<file path="config.mk">
export PLATFORM = sky130hd
export DESIGN_NAME = relay_axis_position_controller
export DESIGN_NICKNAME = d
export VERILOG_FILES = /design/src/rtl/core/rapc_pkg.sv /design/src/rtl/core/rapc_update.sv /design/src/rtl/core/rapc_div1000.sv /design/src/rtl/core/relay_axis_position_controller.sv
export SDC_FILE = /design/constraint.sdc
export NUM_CORES = 2
export LEC_CHECK = 0
export ABC_AREA = 1
export BUFFER_PORTS_ARGS = -buffer_cell sky130_fd_sc_hd__buf_4
export CAP_MARGIN = 20
export CORE_ASPECT_RATIO = 1.2
export CORE_MARGIN = 8
export CORE_UTILIZATION = 65
export DETAILED_ROUTE_END_ITERATION = 10
export GPL_TIMING_DRIVEN = 0
export PLACE_DENSITY = 0.82
export SLEW_MARGIN = 10
export SYNTH_ARGS = -nofsm -noshare
export SYNTH_HDL_FRONTEND = slang
export SYNTH_SLANG_ARGS = --single-unit
export TNS_END_PERCENT = 30
</file>
<file path="constraint.sdc">
create_clock -name aclk -period 21.5 [get_ports aclk]
set_clock_uncertainty 0.15 [all_clocks]
set_input_delay 1.075 -clock aclk [delete_from_list [all_inputs] [get_ports aclk]]
set_output_delay 1.075 -clock aclk [all_outputs]
set_load 0.005 [all_outputs]
</file>
<file path="src/rtl/core/rapc_pkg.sv">
// Shared types and constants of the relay axis position controller.
package rapc_pkg;

    localparam int CMD_W   = 3;
    localparam int FIELD_W = 23;
    localparam int ANGLE_W = 32;
    localparam int QUOT_W  = 22;
    localparam int MODE_W  = 3;

    // Command codes of the input channel.
    typedef enum logic [CMD_W-1:0] {
        CMD_TICK    = 3'd0,
        CMD_EDGE    = 3'd1,
        CMD_MOVE_TO = 3'd2,
        CMD_RUN_POS = 3'd3,
        CMD_RUN_NEG = 3'd4,
        CMD_STOP    = 3'd5,
        CMD_SET_POS = 3'd6
    } cmd_t;

    // Motor state codes as they appear on the result channel.
    localparam logic [MODE_W-1:0] MOTOR_STOPPED   = 3'd0;
    localparam logic [MODE_W-1:0] MOTOR_RUN_POS   = 3'd1;
    localparam logic [MODE_W-1:0] MOTOR_RUN_NEG   = 3'd2;
    localparam logic [MODE_W-1:0] MOTOR_COAST_POS = 3'd3;
    localparam logic [MODE_W-1:0] MOTOR_COAST_NEG = 3'd4;

    // Configuration register indexes.
    localparam logic [1:0] CFG_DEAD_TIME  = 2'd0;
    localparam logic [1:0] CFG_ANGLE_STEP = 2'd1;
    localparam logic [1:0] CFG_HYSTERESIS = 2'd2;
    localparam logic [1:0] CFG_STOP_TIME  = 2'd3;

    typedef struct packed {
        logic [7:0]  dead_time_ms;
        logic [15:0] angle_per_count;
        logic [19:0] hysteresis;
        logic [15:0] stop_time_ms;
    } cfg_t;

    localparam logic [7:0]  DEAD_TIME_RST  = 8'd2;
    localparam logic [15:0] ANGLE_STEP_RST = 16'd375;
    localparam logic [19:0] HYSTERESIS_RST = 20'd5000;
    localparam logic [15:0] STOP_TIME_RST  = 16'd500;

    typedef struct packed {
        logic [MODE_W-1:0] mode;
        logic              pos_relay;
        logic              neg_relay;
        logic              stopped;
    } status_t;

    // floor(x / 1000) = (x * ceil(2^41 / 1000)) >> 41, exact for x up to 2^31.
    localparam logic [31:0] RECIP_1000 = 32'd2199023256;
    localparam int          DIV_SHIFT  = 41;

endpackage

</file>
<file path="src/rtl/core/rapc_update.sv">
// Axis state, relay state machine and per-command state update.
module rapc_update #(
    parameter int TIME_WIDTH = 32
) (
    input  logic                                  aclk,
    input  logic                                  aresetn,
    input  logic                                  step,
    input  logic [rapc_pkg::CMD_W-1:0]            cmd,
    input  logic signed [rapc_pkg::FIELD_W-1:0]   value,
    input  rapc_pkg::cfg_t                        cfg,
    output rapc_pkg::status_t                     status,
    output logic signed [rapc_pkg::ANGLE_W-1:0]   actual,
    output logic signed [rapc_pkg::ANGLE_W-1:0]   target
);
    import rapc_pkg::*;

    typedef enum logic [MODE_W-1:0] {
        ST_STOPPED   = MOTOR_STOPPED,
        ST_RUN_POS   = MOTOR_RUN_POS,
        ST_RUN_NEG   = MOTOR_RUN_NEG,
        ST_COAST_POS = MOTOR_COAST_POS,
        ST_COAST_NEG = MOTOR_COAST_NEG
    } mode_t;

    localparam logic signed [33:0] SAT_HI = 34'sd2147483647;
    localparam logic signed [33:0] SAT_LO = -34'sd2147483648;

    // Tenths of a degree to 1e-4 degree, saturated to the 32-bit range.
    function automatic logic signed [ANGLE_W-1:0] scale_sat(
        input logic signed [FIELD_W-1:0] v
    );
        logic signed [33:0] w;
        logic signed [33:0] p;
        logic signed [ANGLE_W-1:0] r;
        w = {{(34 - FIELD_W){v[FIELD_W-1]}}, v};
        p = (w <<< 10) - (w <<< 4) - (w <<< 3);
        if (p > SAT_HI) begin
            r = SAT_HI[ANGLE_W-1:0];
        end else if (p < SAT_LO) begin
            r = SAT_LO[ANGLE_W-1:0];
        end else begin
            r = p[ANGLE_W-1:0];
        end
        return r;
    endfunction

    logic [TIME_WIDTH-1:0] time_now_reg, time_now_next;
    logic [TIME_WIDTH-1:0] last_edge_reg, last_edge_next;
    logic [TIME_WIDTH-1:0] due_reg, due_next;
    logic signed [ANGLE_W-1:0] actual_reg, actual_next;
    logic signed [ANGLE_W-1:0] target_reg, target_next;
    mode_t mode_reg, mode_next;
    mode_t pending_reg, pending_next;
    logic stop_at_target_reg, stop_at_target_next;

    logic [TIME_WIDTH-1:0] time_tick;
    logic [TIME_WIDTH-1:0] tt;
    logic [TIME_WIDTH-1:0] dead_ext;
    logic [TIME_WIDTH-1:0] stop_ext;
    logic                  stalled;
    logic                  req_en;
    mode_t                 req_mode;
    logic                  enter;
    logic signed [ANGLE_W-1:0] scaled;
    logic signed [33:0]    tgt_w;
    logic signed [33:0]    act_w;
    logic signed [33:0]    hyst_w;

    always_comb begin
        time_now_next       = time_now_reg;
        last_edge_next      = last_edge_reg;
        due_next            = due_reg;
        actual_next         = actual_reg;
        target_next         = target_reg;
        mode_next           = mode_reg;
        pending_next        = pending_reg;
        stop_at_target_next = stop_at_target_reg;

        time_tick = time_now_reg + 1'b1;
        tt        = (cmd == CMD_TICK) ? time_tick : time_now_reg;
        dead_ext  = TIME_WIDTH'(cfg.dead_time_ms);
        stop_ext  = TIME_WIDTH'(cfg.stop_time_ms);
        stalled   = time_tick > (last_edge_reg + stop_ext);
        scaled    = scale_sat(value);
        tgt_w     = {{2{scaled[ANGLE_W-1]}}, scaled};
        act_w     = {{2{actual_reg[ANGLE_W-1]}}, actual_reg};
        hyst_w    = {14'b0, cfg.hysteresis};
        req_en    = 1'b0;
        req_mode  = ST_STOPPED;
        enter     = 1'b0;

        if (step) begin
            unique case (cmd)
                CMD_TICK: begin
                    time_now_next = time_tick;
                    unique case (mode_reg)
                        ST_RUN_POS: begin
                            req_en = stalled || (stop_at_target_reg && actual_reg >= target_reg);
                        end
                        ST_RUN_NEG: begin
                            req_en = stalled || (stop_at_target_reg && actual_reg <= target_reg);
                        end
                        ST_COAST_POS, ST_COAST_NEG: begin
                            req_en   = 1'b1;
                            req_mode = pending_reg;
                        end
                        default: begin
                            req_en = 1'b0;
                        end
                    endcase
                end
                CMD_EDGE: begin
                    if (time_now_reg > (last_edge_reg + dead_ext)) begin
                        last_edge_next = time_now_reg;
                        if (mode_reg == ST_RUN_POS || mode_reg == ST_COAST_POS) begin
                            actual_next = actual_reg + $signed({16'b0, cfg.angle_per_count});
                        end else if (mode_reg == ST_RUN_NEG || mode_reg == ST_COAST_NEG) begin
                            actual_next = actual_reg - $signed({16'b0, cfg.angle_per_count});
                        end
                    end
                end
                CMD_MOVE_TO: begin
                    stop_at_target_next = 1'b1;
                    target_next         = scaled;
                    req_en              = 1'b1;
                    if (tgt_w > act_w + hyst_w) begin
                        req_mode = ST_RUN_POS;
                    end else if (tgt_w < act_w - hyst_w) begin
                        req_mode = ST_RUN_NEG;
                    end
                end
                CMD_RUN_POS: begin
                    stop_at_target_next = 1'b0;
                    req_en              = 1'b1;
                    req_mode            = ST_RUN_POS;
                end
                CMD_RUN_NEG: begin
                    stop_at_target_next = 1'b0;
                    req_en              = 1'b1;
                    req_mode            = ST_RUN_NEG;
                end
                CMD_STOP: begin
                    stop_at_target_next = 1'b1;
                    req_en              = 1'b1;
                end
                CMD_SET_POS: begin
                    actual_next = scaled;
                end
                default: begin
                    req_en = 1'b0;
                end
            endcase
        end

        // A stop or reversal from a running state always passes through coasting.
        if (req_en) begin
            unique case (mode_reg)
                ST_RUN_POS: begin
                    if (req_mode == ST_RUN_NEG || req_mode == ST_STOPPED) begin
                        mode_next    = ST_COAST_POS;
                        due_next     = tt + stop_ext;
                        pending_next = req_mode;
                    end
                end
                ST_RUN_NEG: begin
                    if (req_mode == ST_RUN_POS || req_mode == ST_STOPPED) begin
                        mode_next    = ST_COAST_NEG;
                        due_next     = tt + stop_ext;
                        pending_next = req_mode;
                    end
                end
                ST_COAST_POS, ST_COAST_NEG: begin
                    enter = (req_mode == ST_STOPPED || req_mode == ST_RUN_POS ||
                             req_mode == ST_RUN_NEG) && (tt > due_reg);
                end
                default: begin
                    enter = (req_mode == ST_RUN_POS || req_mode == ST_RUN_NEG);
                end
            endcase
        end

        if (enter) begin
            mode_next = req_mode;
            // Starting to run skips the dead time: an edge counts from the next tick on.
            if (req_mode == ST_RUN_POS || req_mode == ST_RUN_NEG) begin
                last_edge_next = tt - dead_ext;
            end
        end
    end

    always_ff @(posedge aclk) begin
        if (!aresetn) begin
            time_now_reg       <= '0;
            last_edge_reg      <= '0;
            due_reg            <= '0;
            actual_reg         <= '0;
            target_reg         <= '0;
            mode_reg           <= ST_STOPPED;
            pending_reg        <= ST_STOPPED;
            stop_at_target_reg <= 1'b1;
        end else begin
            time_now_reg       <= time_now_next;
            last_edge_reg      <= last_edge_next;
            due_reg            <= due_next;
            actual_reg         <= actual_next;
            target_reg         <= target_next;
            mode_reg           <= mode_next;
            pending_reg        <= pending_next;
            stop_at_target_reg <= stop_at_target_next;
        end
    end

    always_comb begin
        status.mode      = mode_next;
        status.pos_relay = (mode_next == ST_RUN_POS);
        status.neg_relay = (mode_next == ST_RUN_NEG);
        status.stopped   = (mode_next == ST_STOPPED);
    end

    assign actual = actual_next;
    assign target = target_next;

endmodule

</file>
<file path="src/rtl/core/rapc_div1000.sv">
// Registered division of a magnitude by 1000 through a reciprocal multiply.
module rapc_div1000 (
    input  logic                         aclk,
    input  logic                         load,
    input  logic [rapc_pkg::ANGLE_W-1:0] mag,
    output logic [rapc_pkg::QUOT_W-1:0]  quot_reg
);
    import rapc_pkg::*;

    logic [2*ANGLE_W-1:0] product;

    assign product = (2*ANGLE_W)'(mag) * (2*ANGLE_W)'(RECIP_1000);

    always_ff @(posedge aclk) begin
        if (load) begin
            quot_reg <= product[DIV_SHIFT +: QUOT_W];
        end
    end

endmodule

</file>
<file path="src/rtl/core/relay_axis_position_controller.sv">
// Relay axis position controller: input register, state update, scaling and output stages.
//
// Usage: each transfer on the s_ channel carries one command (tick, encoder edge, move to,
// run positive, run negative, stop, set position) and a value in 0.1 degree. Every command
// produces exactly one transfer on the m_ channel that reports the motor state, both relay
// drives, and the current position and setpoint in 0.1 degree after that command.
// Configuration registers are written through cfg_valid/cfg_index/cfg_data; cfg_ready is
// always high, and writes are expected only while no command is in flight.
// A command passes the input, update, multiply and output registers to m_valid. One command
// is taken every cycle unless the receiver stalls: the state update has a stage of its own,
// and the divide by 1000 for the reported angles is a reciprocal multiply in the next stage.
// When the receiver stalls, the four stages fill up and s_ready falls; nothing is lost.
// Reset (aresetn low, synchronous) empties the pipeline, stops the motor with both relays
// off, clears time and angles and loads the default configuration.
module relay_axis_position_controller #(
    parameter int TIME_WIDTH = 32
) (
    input  logic                                  aclk,
    input  logic                                  aresetn,
    input  logic                                  s_valid,
    output logic                                  s_ready,
    input  logic [rapc_pkg::CMD_W-1:0]            s_cmd,
    input  logic signed [rapc_pkg::FIELD_W-1:0]   s_value,
    output logic                                  m_valid,
    input  logic                                  m_ready,
    output logic [rapc_pkg::MODE_W-1:0]           m_motor_state,
    output logic                                  m_pos_relay,
    output logic                                  m_neg_relay,
    output logic signed [rapc_pkg::FIELD_W-1:0]   m_position_tenths,
    output logic signed [rapc_pkg::FIELD_W-1:0]   m_setpoint_tenths,
    output logic                                  m_at_rest,
    input  logic                                  cfg_valid,
    output logic                                  cfg_ready,
    input  logic [1:0]                            cfg_index,
    input  logic [31:0]                           cfg_data
);
    import rapc_pkg::*;

    cfg_t cfg_reg, cfg_next;

    logic in_valid_reg, in_valid_next;
    logic upd_valid_reg, upd_valid_next;
    logic mul_valid_reg, mul_valid_next;
    logic m_valid_reg, m_valid_next;

    logic [CMD_W-1:0]          cmd_reg;
    logic signed [FIELD_W-1:0] value_reg;

    status_t                   upd_status;
    logic signed [ANGLE_W-1:0] upd_actual;
    logic signed [ANGLE_W-1:0] upd_target;

    status_t                   upd_status_reg;
    logic [ANGLE_W-1:0]        act_mag_reg;
    logic                      act_neg_reg;
    logic [ANGLE_W-1:0]        tgt_mag_reg;
    logic                      tgt_neg_reg;

    status_t                   mul_status_reg;
    logic                      mul_act_neg_reg;
    logic                      mul_tgt_neg_reg;
    logic [QUOT_W-1:0]         act_quot_reg;
    logic [QUOT_W-1:0]         tgt_quot_reg;

    status_t                   out_status_reg;
    logic signed [FIELD_W-1:0] position_reg;
    logic signed [FIELD_W-1:0] setpoint_reg;

    logic out_ready;
    logic mul_ready;
    logic upd_ready;
    logic in_load;
    logic upd_load;
    logic mul_load;
    logic out_load;

    // Configuration writes.
    assign cfg_ready = 1'b1;

    always_comb begin
        cfg_next = cfg_reg;
        if (cfg_valid) begin
            unique case (cfg_index)
                CFG_DEAD_TIME:  cfg_next.dead_time_ms    = cfg_data[7:0];
                CFG_ANGLE_STEP: cfg_next.angle_per_count = cfg_data[15:0];
                CFG_HYSTERESIS: cfg_next.hysteresis      = cfg_data[19:0];
                CFG_STOP_TIME:  cfg_next.stop_time_ms    = cfg_data[15:0];
            endcase
        end
    end

    // Pipeline flow: a stage takes a new transfer when it is empty or moving on.
    assign out_ready = !m_valid_reg || m_ready;
    assign mul_ready = !mul_valid_reg || out_ready;
    assign upd_ready = !upd_valid_reg || mul_ready;
    assign s_ready   = !in_valid_reg || upd_ready;

    assign in_load  = s_valid && s_ready;
    assign upd_load = in_valid_reg && upd_ready;
    assign mul_load = upd_valid_reg && mul_ready;
    assign out_load = mul_valid_reg && out_ready;

    assign in_valid_next  = in_load || (in_valid_reg && !upd_ready);
    assign upd_valid_next = upd_load || (upd_valid_reg && !mul_ready);
    assign mul_valid_next = mul_load || (mul_valid_reg && !out_ready);
    assign m_valid_next   = out_load || (m_valid_reg && !m_ready);

    always_ff @(posedge aclk) begin
        if (!aresetn) begin
            cfg_reg.dead_time_ms    <= DEAD_TIME_RST;
            cfg_reg.angle_per_count <= ANGLE_STEP_RST;
            cfg_reg.hysteresis      <= HYSTERESIS_RST;
            cfg_reg.stop_time_ms    <= STOP_TIME_RST;
            in_valid_reg            <= 1'b0;
            upd_valid_reg           <= 1'b0;
            mul_valid_reg           <= 1'b0;
            m_valid_reg             <= 1'b0;
        end else begin
            cfg_reg       <= cfg_next;
            in_valid_reg  <= in_valid_next;
            upd_valid_reg <= upd_valid_next;
            mul_valid_reg <= mul_valid_next;
            m_valid_reg   <= m_valid_next;
        end
    end

    always_ff @(posedge aclk) begin
        if (in_load) begin
            cmd_reg   <= s_cmd;
            value_reg <= s_value;
        end
    end

    // The state advances exactly once per command, when it leaves the input register.
    rapc_update #(
        .TIME_WIDTH (TIME_WIDTH)
    ) u_update (
        .aclk    (aclk),
        .aresetn (aresetn),
        .step    (upd_load),
        .cmd     (cmd_reg),
        .value   (value_reg),
        .cfg     (cfg_reg),
        .status  (upd_status),
        .actual  (upd_actual),
        .target  (upd_target)
    );

    always_ff @(posedge aclk) begin
        if (upd_load) begin
            upd_status_reg <= upd_status;
            act_neg_reg    <= upd_actual[ANGLE_W-1];
            tgt_neg_reg    <= upd_target[ANGLE_W-1];
            act_mag_reg    <= upd_actual[ANGLE_W-1] ? ANGLE_W'(-upd_actual) : upd_actual;
            tgt_mag_reg    <= upd_target[ANGLE_W-1] ? ANGLE_W'(-upd_target) : upd_target;
        end
    end

    rapc_div1000 u_div_actual (
        .aclk     (aclk),
        .load     (mul_load),
        .mag      (act_mag_reg),
        .quot_reg (act_quot_reg)
    );

    rapc_div1000 u_div_target (
        .aclk     (aclk),
        .load     (mul_load),
        .mag      (tgt_mag_reg),
        .quot_reg (tgt_quot_reg)
    );

    always_ff @(posedge aclk) begin
        if (mul_load) begin
            mul_status_reg  <= upd_status_reg;
            mul_act_neg_reg <= act_neg_reg;
            mul_tgt_neg_reg <= tgt_neg_reg;
        end
    end

    // Quotients of magnitudes get their sign back, which truncates toward zero.
    always_ff @(posedge aclk) begin
        if (out_load) begin
            out_status_reg <= mul_status_reg;
            position_reg   <= mul_act_neg_reg ? -$signed({1'b0, act_quot_reg})
                                              : $signed({1'b0, act_quot_reg});
            setpoint_reg   <= mul_tgt_neg_reg ? -$signed({1'b0, tgt_quot_reg})
                                              : $signed({1'b0, tgt_quot_reg});
        end
    end

    assign m_valid           = m_valid_reg;
    assign m_motor_state     = out_status_reg.mode;
    assign m_pos_relay       = out_status_reg.pos_relay;
    assign m_neg_relay       = out_status_reg.neg_relay;
    assign m_at_rest         = out_status_reg.stopped;
    assign m_position_tenths = position_reg;
    assign m_setpoint_tenths = setpoint_reg;

endmodule

</file>
==> flow_summary.json <==
{
  "synth_cells": 7654,
  "dp_hpwl_mm": 147.4,
  "cp_num_buf_inv": 6,
  "crit_path_max_incr_delay_ps": 620,
  "wl_per_cell_microns": 19.63,
  "synthesis.area_sq_um": 62710,
  "first_iter_violations": 3807,
  "yosys_warnings": 0,
  "critPathKind": "register to register",
  "start_kind": "register",
  "p_seq_frac": 0.110,
  "cts_tree": "done",
  "clock_path_buffers": 3,
  "clock_power_share": 0.084,
  "synth_seq_cells": 433,
  "r2r_cells": 44,
  "cp.required_ps": 21750,
  "pin_count": 120,
  "async_flop_share": 0,
  "drv_slew": 0,
  "clk_latency_ps": 670,
  "initial_core_util": 0.6520,
  "cpMostUsedCell": "nand2_1",
  "arrival_ps": 9130,
  "gp_congestion": 1.006,
  "hold_path_class": "register to register",
  "syn-num-nets": 9455,
  "die_h_microns": 356.3,
  "largest_reg_flops": 60,
  "leakage_nw": 34.95,
  "cts_setup_buffers": 0,
  "min_delay_path_depth": 0,
  "vias": 52400,
  "core-area_sq_um": 96190,
  "min_period_ps": 8872,
  "p_sw_w": 0.005693,
  "die_w_microns": 299.5,
  "yosysUniqueCellTypes": 75,
  "dieArea_sq_um": 106700,
  "vdd.ir_drop.worst_mv": 0.2579,
  "cp_top_family": "simple AND/OR/NAND/NOR gates",
  "synthFlopType": "dfxtp_1",
  "hold_viol": 0,
  "nets": 9618,
  "yosys.area_share.xor_xnor": 0.05112,
  "hold_ws_ps": 273.8,
  "grt_pass1_wl_mm": 283.2,
  "slew_headroom": 0.2901,
  "rsz0062_at_grt": "false",
  "timing.rr.end": "act_mag_reg[30]",
  "htreeDepth": 2,
  "pre_cts_ws_ps": 12950,
  "tns_ps": 0,
  "worstMarginPinSlew_ps": 1065,
  "pwr-share-comb": 0.806,
  "gr-total-overflow": 0,
  "critical_path.slowest_cell": "nor4b_1",
  "rr_startpoint": "u_update.last_edge_reg[2]",
  "antenna_found_initial": 1,
  "p_per_area_nw_per_um2": 156.5,
  "antenna_left": 0,
  "endpoint_kind": "register",
  "cts_buffers": 49,
  "drive_above_1_share": 0.03932,
  "vias_per_cell": 5.741,
  "clkSinkCount": 433,
  "syn_area_per_cell_sq_um": 8.193,
  "critPathMaxFanout": 10,
  "outcome": "finished, final reports clean",
  "cts_root_buf": "clkbuf_16",
  "setup_violations": 0,
  "fp-row-count": 125,
  "synth_mux_area_frac": 0,
  "area_growth_pct": 6.676,
  "synthSimpleGateAreaFrac": 0.1416,
  "fin_ws_ps": 12630,
  "route.detailed.drc": 0,
  "fmax_mhz": 112.7,
  "synth_top_family_by_area": "adder cells",
  "ctsResizeCount": 0,
  "maxCapViolations": 0,
  "p_sw_frac": 0.5439,
  "synth-compound-area-share": 0.1034,
  "antennaDiodeCount": 0,
  "port_buffers": 105,
  "grt_pass1_vias": 54467,
  "yosysSeqAreaShare": 0.1705,
  "synth_edf_count": 202,
  "grt.total_usage": 0.3322,
  "clk_pin_slew_ps": 70,
  "rrSetupSlack_ps": 12630,
  "p_int_w": 0.004774,
  "synthAdderAreaFrac": 0.4206,
  "min_from": "tgt_neg_reg",
  "min_to": "mul_tgt_neg_reg",
  "drtPass1Iterations": 5,
  "grt_max_degree": 67,
  "final.period_utilization": 0.4127,
  "holdBufCountCts": 0,
  "route.final.wire_length_mm": 179.2
}
-- stage by stage --
stage | util | power, W | area, sq um | std cells
after floorplan | - | 0.007192 | 62710 | 7654
after global placement | 0.6767 | 0.009123 | 65090 | 9029
after detailed placement | 0.6782 | 0.009380 | 65230 | 9035
after CTS | 0.6954 | 0.01034 | 66890 | 9127
after global routing | 0.6955 | 0.01156 | 66900 | 9128
final | 0.6955 | 0.01047 | 66900 | 9128
-- how the worst max path moves through the flow --
stage                                         start                         to  slack (ps)  cells past startpoint
after floorplan                      act_mag_reg[9]  u_div_actual.quot_reg[21]       14670                     28
after detailed placement  u_update.last_edge_reg[2]            act_mag_reg[29]       12950                     44
final                     u_update.last_edge_reg[2]            act_mag_reg[30]       12630                     44
after global routing      u_update.last_edge_reg[1]            act_mag_reg[30]       11930                     44
after global placement    u_update.last_edge_reg[2]            act_mag_reg[30]       13020                     44
after CTS                 u_update.last_edge_reg[2]            act_mag_reg[30]       12820                     44
-- power by group through the flow --
stage	clock network (W)	registers [W]	logic [W]
after floorplan	0	0.00113	0.00606
after global placement	0	0.00116	0.00796
after detailed placement	0	0.00117	0.00821
after CTS	0.000888	0.00115	0.00831
after global routing	0.000917	0.00116	0.00948
final	0.000881	0.00115	0.00843
-- cells in the mapped netlist (all sizes together), types with 7 or more instances --
cell type	count	share of area
a211oi	20	0.0024
a21boi	14	0.0017
a21o	8	0.00096
a21oi	533	0.043
a22oi	7	0.00084
a31oi	48	0.0048
and2	8	0.00080
buf	34	0.0031
clkbuf	109	0.0066
clkinv	7	0.00042
dfxtp	231	0.074
edfxtp	202	0.097
fa	620	0.20
ha	1116	0.22
inv	1716	0.10
nand2	1095	0.067
nand3	251	0.021
nand3b	9	0.0011
nand4	71	0.0071
nor2	490	0.029
nor3	100	0.0090
nor4	33	0.0038
o2111ai	7	0.00098
o211ai	21	0.0025
o21a	18	0.0022
o21ai	410	0.033
o21bai	20	0.0024
o221ai	16	0.0022
o31ai	16	0.0019
or2	11	0.0011
xnor2	86	0.012
xor2	280	0.039
-- layer usage --
layer / wire length [microns] / vias to the layer above / global-route usage
li1: - / 24902 / -
met1: 69950 / 24906 / 0.3978
met2: 85140 / 1969 / 0.5717
met3: 12480 / 621 / 0.05156
met4: 11560 / 2 / 0.1811
met5: 13 / - / 0
-- worst reg2reg max path, delay by kind of cell, from the launching register on --
family                   cells  cell delay [ps]
buffers and inverters        6             1310
XOR/XNOR                     1              100
AO/OA/AOI/OAI                4              780
AND/OR/NAND/NOR             31             5260
flip-flops                   1              360
adder cells (fa/ha/maj)      2              660
-- cell families (layout without fill, tap and decap cells) --
| family | Yosys count | in the layout |
|---|---|---|
| buffers and inverters | 1866 | 2070 |
| adder cells (fa/ha/maj) | 1736 | 1736 |
| AND/OR/NAND/NOR | 2082 | 2082 |
| other | 1 | 1 |
| AO/OA/AOI/OAI | 1170 | 1170 |
| flip-flops | 433 | 433 |
| XOR/XNOR | 366 | 366 |
-- cells in the final DEF (no fill, tap or decap), types with 8 or more instances in the layout --
| cell | synthesis | layout |
|---|---|---|
| o21a_1 | 18 | 18 |
| nor4_1 | 29 | 29 |
| a21boi_0 | 11 | 11 |
| nor3_1 | 87 | 87 |
| o21bai_1 | 20 | 20 |
| dfxtp_1 | 231 | 231 |
| fa_1 | 620 | 620 |
| edfxtp_1 | 202 | 202 |
| a21o_1 | 8 | 8 |
| clkinvlp_4 | 0 | 11 |
| or2_2 | 11 | 11 |
| o221ai_1 | 16 | 16 |
| inv_2 | 18 | 19 |
| nand2_1 | 1079 | 1079 |
| and2_1 | 8 | 8 |
| xor2_1 | 280 | 280 |
| clkinv_1 | 7 | 11 |
| nor2_1 | 487 | 486 |
| nand2_2 | 9 | 9 |
| o21ai_1 | 33 | 33 |
| a21oi_1 | 530 | 529 |
| buf_2 | 16 | 18 |
| ha_1 | 1116 | 1116 |
| nand3_1 | 244 | 244 |
| inv_1 | 1698 | 1697 |
| buf_1 | 10 | 10 |
| a211oi_1 | 20 | 20 |
| xnor2_1 | 86 | 86 |
| a31oi_1 | 48 | 48 |
| buf_4 | 3 | 108 |
| clkbuf_1 | 107 | 113 |
| nor3_2 | 13 | 13 |
| clkbuf_16 | 0 | 49 |
| nand4_1 | 71 | 71 |
| o21ai_0 | 370 | 370 |
| o211ai_1 | 21 | 21 |
| nand3b_1 | 9 | 9 |
| o31ai_1 | 16 | 16 |
-- area by class of cell --
| class | instances | area (sq um) |
|---|---|---|
| Multi-Input combinational cell | 5355 | 44960 |
| Clock buffer | 59 | 1294 |
| Fill cell | 7580 | 29290 |
| Clock inverter | 33 | 367.9 |
| Sequential cell | 433 | 10690 |
| Timing Repair Buffer | 112 | 913.4 |
| Buffer | 143 | 611.8 |
| Inverter | 1723 | 6467 |
| Tap cell | 1270 | 1589 |
No activity file was read; power rests on OpenSTA's default activity.
